==> config.mk <==
export PLATFORM = sky130hd
export DESIGN_NAME = ccce_sqrt
export DESIGN_NICKNAME = d
export VERILOG_FILES = /design/src/ccce_pkg.sv /design/src/ccce_sqrt.sv
export SDC_FILE = /design/constraint.sdc
export NUM_CORES = 1
export LEC_CHECK = 0
export BUFFER_PORTS_ARGS = -buffer_cell sky130_fd_sc_hd__buf_2
export CORE_ASPECT_RATIO = 1.4
export CORE_UTILIZATION = 35
export CTS_BUF_LIST = sky130_fd_sc_hd__clkbuf_4 sky130_fd_sc_hd__clkbuf_8 sky130_fd_sc_hd__clkbuf_16
export DETAILED_ROUTE_END_ITERATION = 10
export GPL_TIMING_DRIVEN = 1
export PLACE_DENSITY_LB_ADDON = 0.12
export SLEW_MARGIN = 20
export SYNTH_ARGS = -nofsm -noshare
export SYNTH_HDL_FRONTEND = slang
export SYNTH_SLANG_ARGS = --single-unit
==> constraint.sdc <==
create_clock -name clk -period 8.35 [get_ports clk]
set_clock_uncertainty 0.1 [all_clocks]
set_input_delay 0.835 -clock clk [delete_from_list [all_inputs] [get_ports clk]]
set_output_delay 0.835 -clock clk [all_outputs]
set_load 0.05 [all_outputs]
==> src/ccce_pkg.sv <==
`default_nettype none

package ccce_pkg;

  // Fixed widths of the data path.
  localparam int DATA_W    = 32;
  localparam int SAT_W     = 72;
  localparam int DIV_NUM_W = 64;
  localparam int DIV_DEN_W = 32;
  localparam int SQRT_W    = 64;
  localparam int DIM_W     = 5;

  localparam logic [DIM_W-1:0] DIM_RESET = 5'd16;

  // Operation codes of an input transaction.
  typedef enum logic [2:0] {
    OP_WR_MATRIX = 3'd0,
    OP_WR_CENTER = 3'd1,
    OP_WR_POINT  = 3'd2,
    OP_REBUILD   = 3'd3,
    OP_MOVE      = 3'd4,
    OP_INTERSECT = 3'd5
  } op_t;

  // Result status codes.
  typedef enum logic [1:0] {
    STAT_OK       = 2'd0,
    STAT_NEG_DISC = 2'd1,
    STAT_BAD_DIAG = 2'd2,
    STAT_RANGE    = 2'd3
  } status_t;

  typedef struct packed {
    logic [2:0]               operation;
    logic [3:0]               index;
    logic [3:0]               column;
    logic signed [DATA_W-1:0] value;
  } item_t;

  typedef struct packed {
    logic signed [DATA_W-1:0] t_low;
    logic signed [DATA_W-1:0] t_high;
    logic [1:0]               status;
    logic                     inside_res;
  } result_t;

  // Sequencer states.
  typedef enum logic [4:0] {
    ST_IDLE,
    ST_DISPATCH,
    RB_READ,
    RB_DIFF,
    RB_MUL,
    RB_ACC,
    RB_ROW,
    RB_LMUL,
    RB_LACC,
    RB_FIN,
    MV_READ,
    MV_LOAD,
    MV_K,
    MV_LMUL,
    MV_LACC,
    MV_CREAD,
    MV_CLOAD,
    MV_CWR,
    IX_READ,
    IX_LOAD,
    IX_M2,
    IX_DISC,
    IX_SQRT,
    IX_D0S,
    IX_D0W,
    IX_D1S,
    IX_D1W,
    ST_DONE
  } state_t;

  // Saturate a wide signed value to 32 bits.
  function automatic logic signed [DATA_W-1:0] sat32(input logic signed [SAT_W-1:0] x);
    logic signed [DATA_W-1:0] res;
    if (x > 72'sd2147483647) begin
      res = 32'sh7FFFFFFF;
    end else if (x < -72'sd2147483648) begin
      res = 32'sh80000000;
    end else begin
      res = x[DATA_W-1:0];
    end
    return res;
  endfunction

  // Saturating 64-bit signed add.
  function automatic logic signed [63:0] sadd64(input logic signed [63:0] a,
                                                input logic signed [63:0] b);
    logic signed [64:0] sum;
    logic signed [63:0] res;
    sum = 65'(a) + 65'(b);
    if (sum[64] != sum[63]) begin
      res = sum[64] ? {1'b1, 63'd0} : {1'b0, {63{1'b1}}};
    end else begin
      res = sum[63:0];
    end
    return res;
  endfunction

endpackage

`default_nettype wire

==> src/ccce_sqrt.sv <==
`default_nettype none

module ccce_sqrt (
  input  logic                            clk,
  input  logic                            rst,
  input  logic                            start,
  input  logic [ccce_pkg::SQRT_W-1:0]     radicand,
  output logic                            busy,
  output logic                            done,
  output logic [ccce_pkg::SQRT_W/2-1:0]   root
);
  import ccce_pkg::*;

  logic [SQRT_W-1:0] v_q;
  logic [SQRT_W-1:0] r_q;
  logic [SQRT_W-1:0] bit_q;
  logic [SQRT_W-1:0] trial;

  assign trial = r_q + bit_q;
  assign root  = r_q[SQRT_W/2-1:0];

  // Control: one result bit per cycle, finished after the lowest bit pair.
  always_ff @(posedge clk) begin
    if (rst) begin
      busy <= 1'b0;
      done <= 1'b0;
    end else begin
      done <= 1'b0;
      if (start) begin
        busy <= 1'b1;
      end else if (busy && bit_q[0]) begin
        busy <= 1'b0;
        done <= 1'b1;
      end
    end
  end

  // Digit-by-digit square root step.
  always_ff @(posedge clk) begin
    if (start) begin
      v_q   <= radicand;
      r_q   <= '0;
      bit_q <= SQRT_W'(1) << (SQRT_W - 2);
    end else if (busy) begin
      if (v_q >= trial) begin
        v_q <= v_q - trial;
        r_q <= (r_q >> 1) + bit_q;
      end else begin
        r_q <= r_q >> 1;
      end
      bit_q <= bit_q >> 2;
    end
  end

endmodule

`default_nettype wire

==> results.ini <==
[logic_synthesis]
syn_area_um2 = 15200
syn_inst = 1932
synth-seq-cells = 162
async_flop_share = 0
synth-warning-count = 0
synth_nets = 2130
synthFlopType = dfxtp_1
synth_cell_types = 79
synth_edf_count = 64
syn_area_per_cell_um2 = 7.86
seq_area_frac_synth = 0.256

[timing]
period_needed_ps = 7580
fin_tns_setup_ps = 0
rsz0062_at_grt = false
tightest_slew_ps = 963
max_freq_mhz = 132
final-hold-violation-count = 0
relSlewSlack = 0.358
finalSetupViolations = 0
final_max_slew_viol_count = 0
finalCritPeriodShare = 0.908
setup_ws_ps = 772

[routing]
drt-pass1-iter-count = 5
wl_mm = 50.3
route.detailed.drc = 0
ant_nets = 0
drt_iter0_markers = 787
wl_per_cell_um = 20.3
vias = 14400
vias_per_cell = 5.81

[critical_path]
crit_start = r_q[6]
path_common_cell = a21oi_1
cp.arrival_ps = 7870
cp.required_ps = 8640
critPathMaxStageDelay_ps = 770
startpoint_type = register
crit_slowest_cell = or2_2
worstSetupPathType = reg2reg
rr_startpoint = r_q[6]
path_cells = ha_1, nand4_1, nor3_1, o21ai_0, a21oi_1, o311ai_1, a2111o_1, a21oi_1, a31o_2, nor3_1, a311oi_1, ha_1, a21oi_1, o21bai_1, a21oi_1, o21ai_0, a211oi_1, nor3b_1, or2_2, buf_4, nor2_1, xnor2_1, a211oi_1
setup.worst_path.end_class = register
critPathMaxFanout = 44

[place]
placed_cell_area_um2 = 15800
place_congestion = 0.914
io_buffers = 100
hpwl_mm = 38.8
dp_worst_setup_slack_ps = 959

[pwr]
clkPwrFrac = 0.169
seq_power_share = 0.239
p_per_area_nw_per_um2 = 329
max-vdd-ir-drop_mv = 0.274
swShare = 0.477
internal-power_uw = 2840
p_leak_uw = 0.00628
p_sw_uw = 2590
pwr-share-comb = 0.593

[die]
coreArea_um2 = 42400
start_util = 0.358
die_h_um = 248
die_width_um = 178
io_pins = 101
num_rows = 89
die_area_um2 = 44200

[global_routing]
grt_use_total = 0.228
grt_max_degree = 134
first_global_vias = 14200
overflow = 0
grt_pass1_wl_mm = 78.3
antenna_found_initial = 0

[finish]
fin_nets = 2116
area_delta_synth_final_pct = 8.49
utilization = 0.388
drive_above_1_share = 0.0937
fin_area_um2 = 16500
n_fill_cell = 4382
num_antenna_cells = 0

[clocking]
clk_path_buf_depth = 2
cts.clk_slew.worst_paths_ps = 70
cts_made_buffers = 17
clock-root-buffer = clkbuf_16
cts.htree.levels = 4
holdBufCountCts = 0
cts_resized = 0
insertion_delay_ps = 480
postCtsSetupBuffers = 0
cts.sinks = 162
cts_tree = yes

[worst_hold_path]
hold_start = r_q[0]
hold_path_class = reg2reg

[outcome]
outcome = completed

[job]
drv_cap = 0

## synthesized netlist by cell type, types with 5 or more instances
cell type / n / share of area
and3_1: 19 / 0.0078
and2_1: 21 / 0.0087
or3_1: 20 / 0.0082
o31a_1: 5 / 0.0029
a31oi_1: 60 / 0.025
a311oi_1: 19 / 0.011
o21ai_0: 119 / 0.039
edfxtp_1: 64 / 0.13
a2111oi_0: 7 / 0.0040
a211o_1: 5 / 0.0029
a31o_2: 16 / 0.0092
nor4_1: 10 / 0.0041
buf_2: 15 / 0.0049
a21oi_1: 127 / 0.042
or2_2: 5 / 0.0021
a21o_1: 47 / 0.023
xnor2_1: 81 / 0.047
mux2i_1: 45 / 0.030
ha_1: 130 / 0.11
nand2_1: 195 / 0.048
o31ai_1: 9 / 0.0044
nand4_1: 42 / 0.017
o211ai_1: 7 / 0.0035
o21ai_1: 62 / 0.020
o21bai_1: 26 / 0.013
dfxtp_1: 98 / 0.13
or4_1: 7 / 0.0035
nand3_1: 33 / 0.011
a221oi_1: 9 / 0.0052
nand2b_1: 14 / 0.0058
o21a_1: 18 / 0.0089
buf_1: 5 / 0.0012
a211oi_1: 43 / 0.021
o41ai_1: 5 / 0.0029
inv_1: 45 / 0.011
nor2_1: 178 / 0.044
a41oi_1: 6 / 0.0035
nor3_1: 36 / 0.012
clkbuf_1: 91 / 0.022
nor2b_1: 19 / 0.0078
xor2_1: 66 / 0.038
buf_4: 33 / 0.016
## power by group through the flow
stage / Clock, uW / Sequential [uW] / Combinational [uW]
5_1_grt: 960 / 1320 / 3560
3_3_place_gp: 0 / 1310 / 3180
2_1_floorplan: 0 / 1210 / 2500
3_5_place_dp: 0 / 1310 / 3190
4_1_cts: 933 / 1300 / 3210
6_report: 914 / 1290 / 3220
## critical path: cells and delay by family, from the launching register on
family,cells,cell delay (ps)
AOI/OAI and AO/OA,13,3620
buffers and inverters,1,490
xor gates and xnor gates,1,140
DFF,1,380
adders and majority gates,2,710
and+or+nand+nor,6,2040
## cell usage in the layout, fill, tap and decap left out, types with 10 or more instances in the layout
master and instances:
edfxtp_1 64, o21ai_1 62, mux2i_1 45, o21bai_1 26, nor4_1 10, a211oi_1 43
o21a_1 18, o21ai_0 119, or3_1 20, a21oi_1 127, a311oi_1 19, ha_1 130
clkbuf_16 20, and3_1 19, nor2_1 177, xor2_1 66, buf_2 99, a31oi_1 60
nand4_1 42, nand2_1 194, dfxtp_1 97, nor3_1 36, nor2b_1 19, and2_1 21
inv_1 45, xnor2_1 81, a21o_1 47, a31o_2 16, nand3_1 33, nand2b_1 14
## path summary, 6_finish.rpt
check | end | slack (ps) | depth (start not counted)
setup / recovery | r_q[9] | 770 | 23
hold reg to reg | r_q[0] | 410 | 2
hold / removal | r_q[0] | 410 | 2
setup reg to reg | r_q[9] | 770 | 23
## cells by family (layout without fill, tap and decap cells)
logic type / after synthesis / in the layout / share of synthesized area
fa+ha+maj: 131 / 131 / 0.108
flops: 162 / 162 / 0.256
compound gates: 637 / 637 / 0.272
mux: 51 / 51 / 0.0341
buf+inv: 190 / 189 / 0.0564
simple gates: 614 / 614 / 0.188
xor+xnor: 147 / 147 / 0.0848
## final cells by class
class                   count  area (um2)  area share
clock buffers              23         529      0.0321
clock inverters             9         136     0.00828
inverters                  46         173      0.0105
multi-input cells        1580       10500       0.634
flip-flops and latches    162        3890       0.236
well taps                 546         683      0.0415
repair buffers            111         614      0.0373
## layer usage
metal  GRT usage  share of wire
met1       0.247           0.39
met2       0.430           0.54
met3      0.0307          0.033
met4       0.103          0.037
met5           0              0
## stage by stage
step	instances	hold WS [ps]	power, uW
final	2477	412	5420
after global routing	2477	414	5840
after CTS	2477	400	5440
after detailed placement	2445	411	4510
after global placement	2445	396	4490
after floorplan	1932	360	3710
## registers in the layout, indices dropped and copies added, names as in the netlist
register / flops
r_q: 64
v_q: 64
done: 1
busy: 1
bit_q: 32
No activity file was read; power rests on OpenSTA's default activity.
