## config.mk

```make
export PLATFORM = sky130hd
export DESIGN_NAME = ccce_div
export DESIGN_NICKNAME = d
export VERILOG_FILES = /design/src/ccce_pkg.sv /design/src/ccce_div.sv
export SDC_FILE = /design/constraint.sdc
export NUM_CORES = 1
export LEC_CHECK = 0
export BUFFER_PORTS_ARGS = -buffer_cell sky130_fd_sc_hd__buf_4
export CELL_PAD_IN_SITES_DETAIL_PLACEMENT = 1
export CELL_PAD_IN_SITES_GLOBAL_PLACEMENT = 1
export CORE_UTILIZATION = 40
export CTS_BUF_LIST = sky130_fd_sc_hd__clkbuf_2
export DETAILED_ROUTE_END_ITERATION = 8
export PLACE_DENSITY_LB_ADDON = 0.1
export SYNTH_ARGS = -nofsm -noshare
export SYNTH_HDL_FRONTEND = slang
export SYNTH_SLANG_ARGS = --single-unit
```

## constraint.sdc

```tcl
create_clock -name clk -period 3.7 [get_ports clk]
set_input_delay 0.555 -clock clk [delete_from_list [all_inputs] [get_ports clk]]
set_output_delay 0.555 -clock clk [all_outputs]
set_load 0.02 [all_outputs]
```

## src/ccce_pkg.sv

```systemverilog
`default_nettype none

package ccce_pkg;

  // Fixed widths of the data path.
  localparam int DATA_W    = 32;
  localparam int SAT_W     = 72;
  localparam int DIV_NUM_W = 64;
  localparam int DIV_DEN_W = 32;
  localparam int SQRT_W    = 64;
  localparam int DIM_W     = 5;

  localparam logic [DIM_W-1:0] DIM_RESET = 5'd16;

  // Operation codes of an input transaction.
  typedef enum logic [2:0] {
    OP_WR_MATRIX = 3'd0,
    OP_WR_CENTER = 3'd1,
    OP_WR_POINT  = 3'd2,
    OP_REBUILD   = 3'd3,
    OP_MOVE      = 3'd4,
    OP_INTERSECT = 3'd5
  } op_t;

  // Result status codes.
  typedef enum logic [1:0] {
    STAT_OK       = 2'd0,
    STAT_NEG_DISC = 2'd1,
    STAT_BAD_DIAG = 2'd2,
    STAT_RANGE    = 2'd3
  } status_t;

  typedef struct packed {
    logic [2:0]               operation;
    logic [3:0]               index;
    logic [3:0]               column;
    logic signed [DATA_W-1:0] value;
  } item_t;

  typedef struct packed {
    logic signed [DATA_W-1:0] t_low;
    logic signed [DATA_W-1:0] t_high;
    logic [1:0]               status;
    logic                     inside_res;
  } result_t;

  // Sequencer states.
  typedef enum logic [4:0] {
    ST_IDLE,
    ST_DISPATCH,
    RB_READ,
    RB_DIFF,
    RB_MUL,
    RB_ACC,
    RB_ROW,
    RB_LMUL,
    RB_LACC,
    RB_FIN,
    MV_READ,
    MV_LOAD,
    MV_K,
    MV_LMUL,
    MV_LACC,
    MV_CREAD,
    MV_CLOAD,
    MV_CWR,
    IX_READ,
    IX_LOAD,
    IX_M2,
    IX_DISC,
    IX_SQRT,
    IX_D0S,
    IX_D0W,
    IX_D1S,
    IX_D1W,
    ST_DONE
  } state_t;

  // Saturate a wide signed value to 32 bits.
  function automatic logic signed [DATA_W-1:0] sat32(input logic signed [SAT_W-1:0] x);
    logic signed [DATA_W-1:0] res;
    if (x > 72'sd2147483647) begin
      res = 32'sh7FFFFFFF;
    end else if (x < -72'sd2147483648) begin
      res = 32'sh80000000;
    end else begin
      res = x[DATA_W-1:0];
    end
    return res;
  endfunction

  // Saturating 64-bit signed add.
  function automatic logic signed [63:0] sadd64(input logic signed [63:0] a,
                                                input logic signed [63:0] b);
    logic signed [64:0] sum;
    logic signed [63:0] res;
    sum = 65'(a) + 65'(b);
    if (sum[64] != sum[63]) begin
      res = sum[64] ? {1'b1, 63'd0} : {1'b0, {63{1'b1}}};
    end else begin
      res = sum[63:0];
    end
    return res;
  endfunction

endpackage

`default_nettype wire

```

## src/ccce_div.sv

```systemverilog
`default_nettype none

module ccce_div (
  input  logic                            clk,
  input  logic                            rst,
  input  logic                            start,
  input  logic [ccce_pkg::DIV_NUM_W-1:0]  dividend,
  input  logic [ccce_pkg::DIV_DEN_W-1:0]  divisor,
  output logic                            busy,
  output logic                            done,
  output logic [ccce_pkg::DIV_NUM_W-1:0]  quotient,
  output logic                            rem_nonzero
);
  import ccce_pkg::*;

  localparam int CW = $clog2(DIV_NUM_W);

  logic [DIV_NUM_W-1:0] num_q;
  logic [DIV_DEN_W-1:0] rem_q;
  logic [DIV_DEN_W-1:0] den_q;
  logic [CW-1:0]        cnt_q;
  logic [DIV_DEN_W:0]   rem_sh;
  logic                 fits;

  assign rem_sh      = {rem_q, num_q[DIV_NUM_W-1]};
  assign fits        = rem_sh >= {1'b0, den_q};
  assign quotient    = num_q;
  assign rem_nonzero = |rem_q;

  // Control: one quotient bit per cycle.
  always_ff @(posedge clk) begin
    if (rst) begin
      busy  <= 1'b0;
      done  <= 1'b0;
      cnt_q <= '0;
    end else begin
      done <= 1'b0;
      if (start) begin
        busy  <= 1'b1;
        cnt_q <= '0;
      end else if (busy) begin
        cnt_q <= cnt_q + 1'b1;
        if (cnt_q == CW'(DIV_NUM_W - 1)) begin
          busy <= 1'b0;
          done <= 1'b1;
        end
      end
    end
  end

  // Restoring division; quotient bits shift in behind the dividend.
  always_ff @(posedge clk) begin
    if (start) begin
      num_q <= dividend;
      rem_q <= '0;
      den_q <= divisor;
    end else if (busy) begin
      num_q <= {num_q[DIV_NUM_W-2:0], fits};
      rem_q <= fits ? DIV_DEN_W'(rem_sh - {1'b0, den_q}) : rem_sh[DIV_DEN_W-1:0];
    end
  end

endmodule

`default_nettype wire

```

==> flow_metrics.env <==
export IMPL_status="completed"
export IMPL_grt_pass1_vias=6226
export IMPL_core_mm2=0.0180
export IMPL_yosys_top_cells_count="edfxtp_1 (96), mux2_2 (64), nor2_1 (57)"
export IMPL_ctsResizeCount=0
export IMPL_gp_congestion=0.868
export IMPL_synth_seq_cells=136
export IMPL_io_buffers=165
export IMPL_clock_latency_ns=0.73
export IMPL_vias_per_cell=5.29
export IMPL_overflow=0
export IMPL_worstMarginPinSlew_ns=0.748
export IMPL_skew_ns=0.0447
export IMPL_routedWlPerCell_um=18.1
export IMPL_finalSetupTns_ns=0
export IMPL_endpoint_kind="flip-flop"
export IMPL_layout_nets=992
export IMPL_drt_iter0_drc=236
export IMPL_layout_drive_gt1_share_pct=32.0
export IMPL_chipHeight_um=138
export IMPL_drc=0
export IMPL_period_minus_slack_ns=3.16
export IMPL_yosys_warnings=0
export IMPL_hold_ws_ns=0.101
export IMPL_clk_pin_slew_ns=0.25
export IMPL_synthXorXnorAreaFrac_pct=3.44
export IMPL_ir_drop_v=0.000263
export IMPL_crit_arrival_ns=3.80
export IMPL_area_growth_pct=27.2
export IMPL_grt_setup_unrepaired="no"
export IMPL_ys_seq_area_share_pct=49.9
export IMPL_power_density_mw_per_mm2=394
export IMPL_tritoncts="built"
export IMPL_drt_total_wl_mm=19.9
export IMPL_required_ns=4.34
export IMPL_cts_root_buf="clkbuf_2"
export IMPL_syn_num_nets=800
export IMPL_yosysTopAreaCellShare_pct=39.1
export IMPL_startpoint_type="flip-flop"
export IMPL_cts_sinks=136
export IMPL_clockBufferDepth=2
export IMPL_io_pins=166
export IMPL_synth_area_leader_cell="edfxtp_1"
export IMPL_setup_viol=0
export IMPL_slew_headroom_pct=50.1
export IMPL_initial_core_util_pct=40.9
export IMPL_worstSetupPathType="flip-flop to flip-flop"
export IMPL_synth_simple_area_share_pct=11.5
export IMPL_fin_crit_sh_pct=85.3
export IMPL_netlist_area_mm2=0.00738
export IMPL_drv_cap=0
export IMPL_synth_compound_area_share_pct=12.3
export IMPL_synthAdderAreaFrac_pct=5.87
export IMPL_synth_main_ff_cell="edfxtp_1"
export IMPL_yosysMostFrequentCell="edfxtp_1"
export IMPL_fmax_mhz=317
export IMPL_ff2ff_path_depth=10
export IMPL_fp_dieW_um=138
export IMPL_track_usage_pct=22.1
export IMPL_hpwl_mm=15.1
export IMPL_synth_edf_count=96
export IMPL_postSynthAreaPerCell_um2=11.1
export IMPL_drv_slew=0
export IMPL_fill_cells=1980
export IMPL_htreeDepth=4
export IMPL_firstDrtPassIters=4
export IMPL_dieArea_mm2=0.0190
export IMPL_antenna_found_initial=1
export IMPL_cts_buffers_inserted=17
export IMPL_netlist_top_cells_area="edfxtp_1 (39%), dfxtp_1 (11%), mux2_2 (9.8%), ha_1 (5.6%), nor2_1 (2.9%)"
export IMPL_cp_max_fo=16
export IMPL_hold_depth=2
export IMPL_grt_pass1_wl_mm=31.8
export IMPL_muxShareOfSynthArea_pct=12.6
export IMPL_fp_row_count=49
export IMPL_ys_async_sr_fraction_pct=0
export IMPL_ant_nets=0
export IMPL_vias=5835
export IMPL_hold_class="input pin to flip-flop"
export IMPL_ys_types=53
export IMPL_r2r_slack_ns=0.54
export IMPL_finalHoldViolCount=0
export IMPL_synth_top_family_by_area="multiplexers"
export IMPL_grt_max_degree=75
export IMPL_postSynthCellCount=667
export IMPL_p_leak_uw=0.00387
-- area by class of cell --
| cell class | count | area, µm² | area share [%] |
|---|---|---|---|
| clock buffers | 17 | 85.1 | 0.907 |
| multi-input cells | 454 | 3370 | 35.9 |
| clock inverters | 15 | 139 | 1.48 |
| flip-flops and latches | 136 | 3680 | 39.3 |
| well taps | 229 | 287 | 3.05 |
| inverters | 42 | 158 | 1.68 |
| repair buffers | 208 | 1660 | 17.7 |
| diodes | 1 | 2.50 | 0.0267 |
-- power by group --
| part | internal (µW) | switching [µW] | leakage [µW] |
|---|---|---|---|
| Sequential | 1780 | 78.9 | 0.00128 |
| Clock | 258 | 633 | 0.000134 |
| Combinational | 441 | 507 | 0.00245 |
| Total | 2480 | 1220 | 0.00387 |
-- cell families (layout without fill, tap and decap cells) --
| logic type | after synthesis | count (layout) |
|---|---|---|
| other | 0 | 1 |
| AND/OR/NAND/NOR | 170 | 170 |
| XOR/XNOR | 29 | 29 |
| AO/OA/AOI/OAI | 136 | 136 |
| flip-flops | 136 | 136 |
| multiplexers | 85 | 85 |
| buffers and inverters | 77 | 282 |
| adder cells (fa/ha/maj) | 34 | 34 |
-- state kept, by name, summed over array words and instances (netlist names) --
name      flops
rem_q        32
cnt_q         6
busy          1
done          1
den_q        32
quotient     64
-- timing repair --
item,4_1_cts,5_1_grt
setup buffers,0,0
endpoints found under the hold margin,33,0
hold buffers,33,0
-- critical path: stages (launching register included) --
cell       delay (ns)
dfxtp_1          0.39
ha_1             0.37
o211ai_1         0.20
a21oi_1          0.09
o2111ai_1        0.36
a21oi_1          0.16
o41a_1           0.46
a21o_1           0.40
buf_12           0.25
mux2i_1          0.13
a211oi_1         0.26
-- routing by layer --
metal,vias up,share of wire (%),track usage [%]
met1,2802,42,25.3
met3,18,7.5,8.94
met5,-,0,0
met2,158,49,37.5
li1,2857,-,-
met4,0,1.3,6.70
-- cells in the final DEF, fill, tap and decap left out, types with 4 or more instances in the layout --
| cell type | instances |
|---|---|
| a211oi_1 | 25 |
| a21o_1 | 15 |
| a21oi_1 | 41 |
| a311oi_1 | 4 |
| buf_4 | 174 |
| clkbuf_2 | 17 |
| dfxtp_1 | 39 |
| dlygate4sd3_1 | 33 |
| edfxtp_1 | 96 |
| ha_1 | 33 |
| inv_1 | 42 |
| inv_6 | 7 |
| mux2_2 | 64 |
| mux2i_1 | 21 |
| nand2_1 | 31 |
| nand2b_1 | 14 |
| nand3_1 | 7 |
| nand4_1 | 12 |
| nor2_1 | 57 |
| nor2b_1 | 6 |
| nor3_1 | 8 |
| nor3b_1 | 9 |
| nor4_1 | 10 |
| o21ai_0 | 17 |
| o21ai_1 | 5 |
| o31ai_1 | 5 |
| or2_2 | 4 |
| or3_1 | 4 |
| xnor2_1 | 19 |
| xor2_1 | 10 |
-- final timing paths --
| kind | start | to |
|---|---|---|
| min | dividend[44] | quotient[44] |
| min reg2reg | cnt_q[5] | cnt_q[5] |
| max reg2reg | rem_q[1] | rem_q[2] |
| max | rem_q[1] | rem_q[2] |
-- through the flow --
stage	total power (µW)	utilization (%)	setup slack (ns)	std cells	area, µm²
final	3700	52.1	0.542	1102	9380
after detailed placement	2820	49.0	0.561	1036	8830
after CTS	3750	52.0	0.532	1101	9380
after global routing	3900	52.1	0.343	1102	9380
after global placement	2800	49.0	0.641	1036	8830
after floorplan	2460	-	0.950	667	7380
No activity file was read; power rests on OpenSTA's default activity.
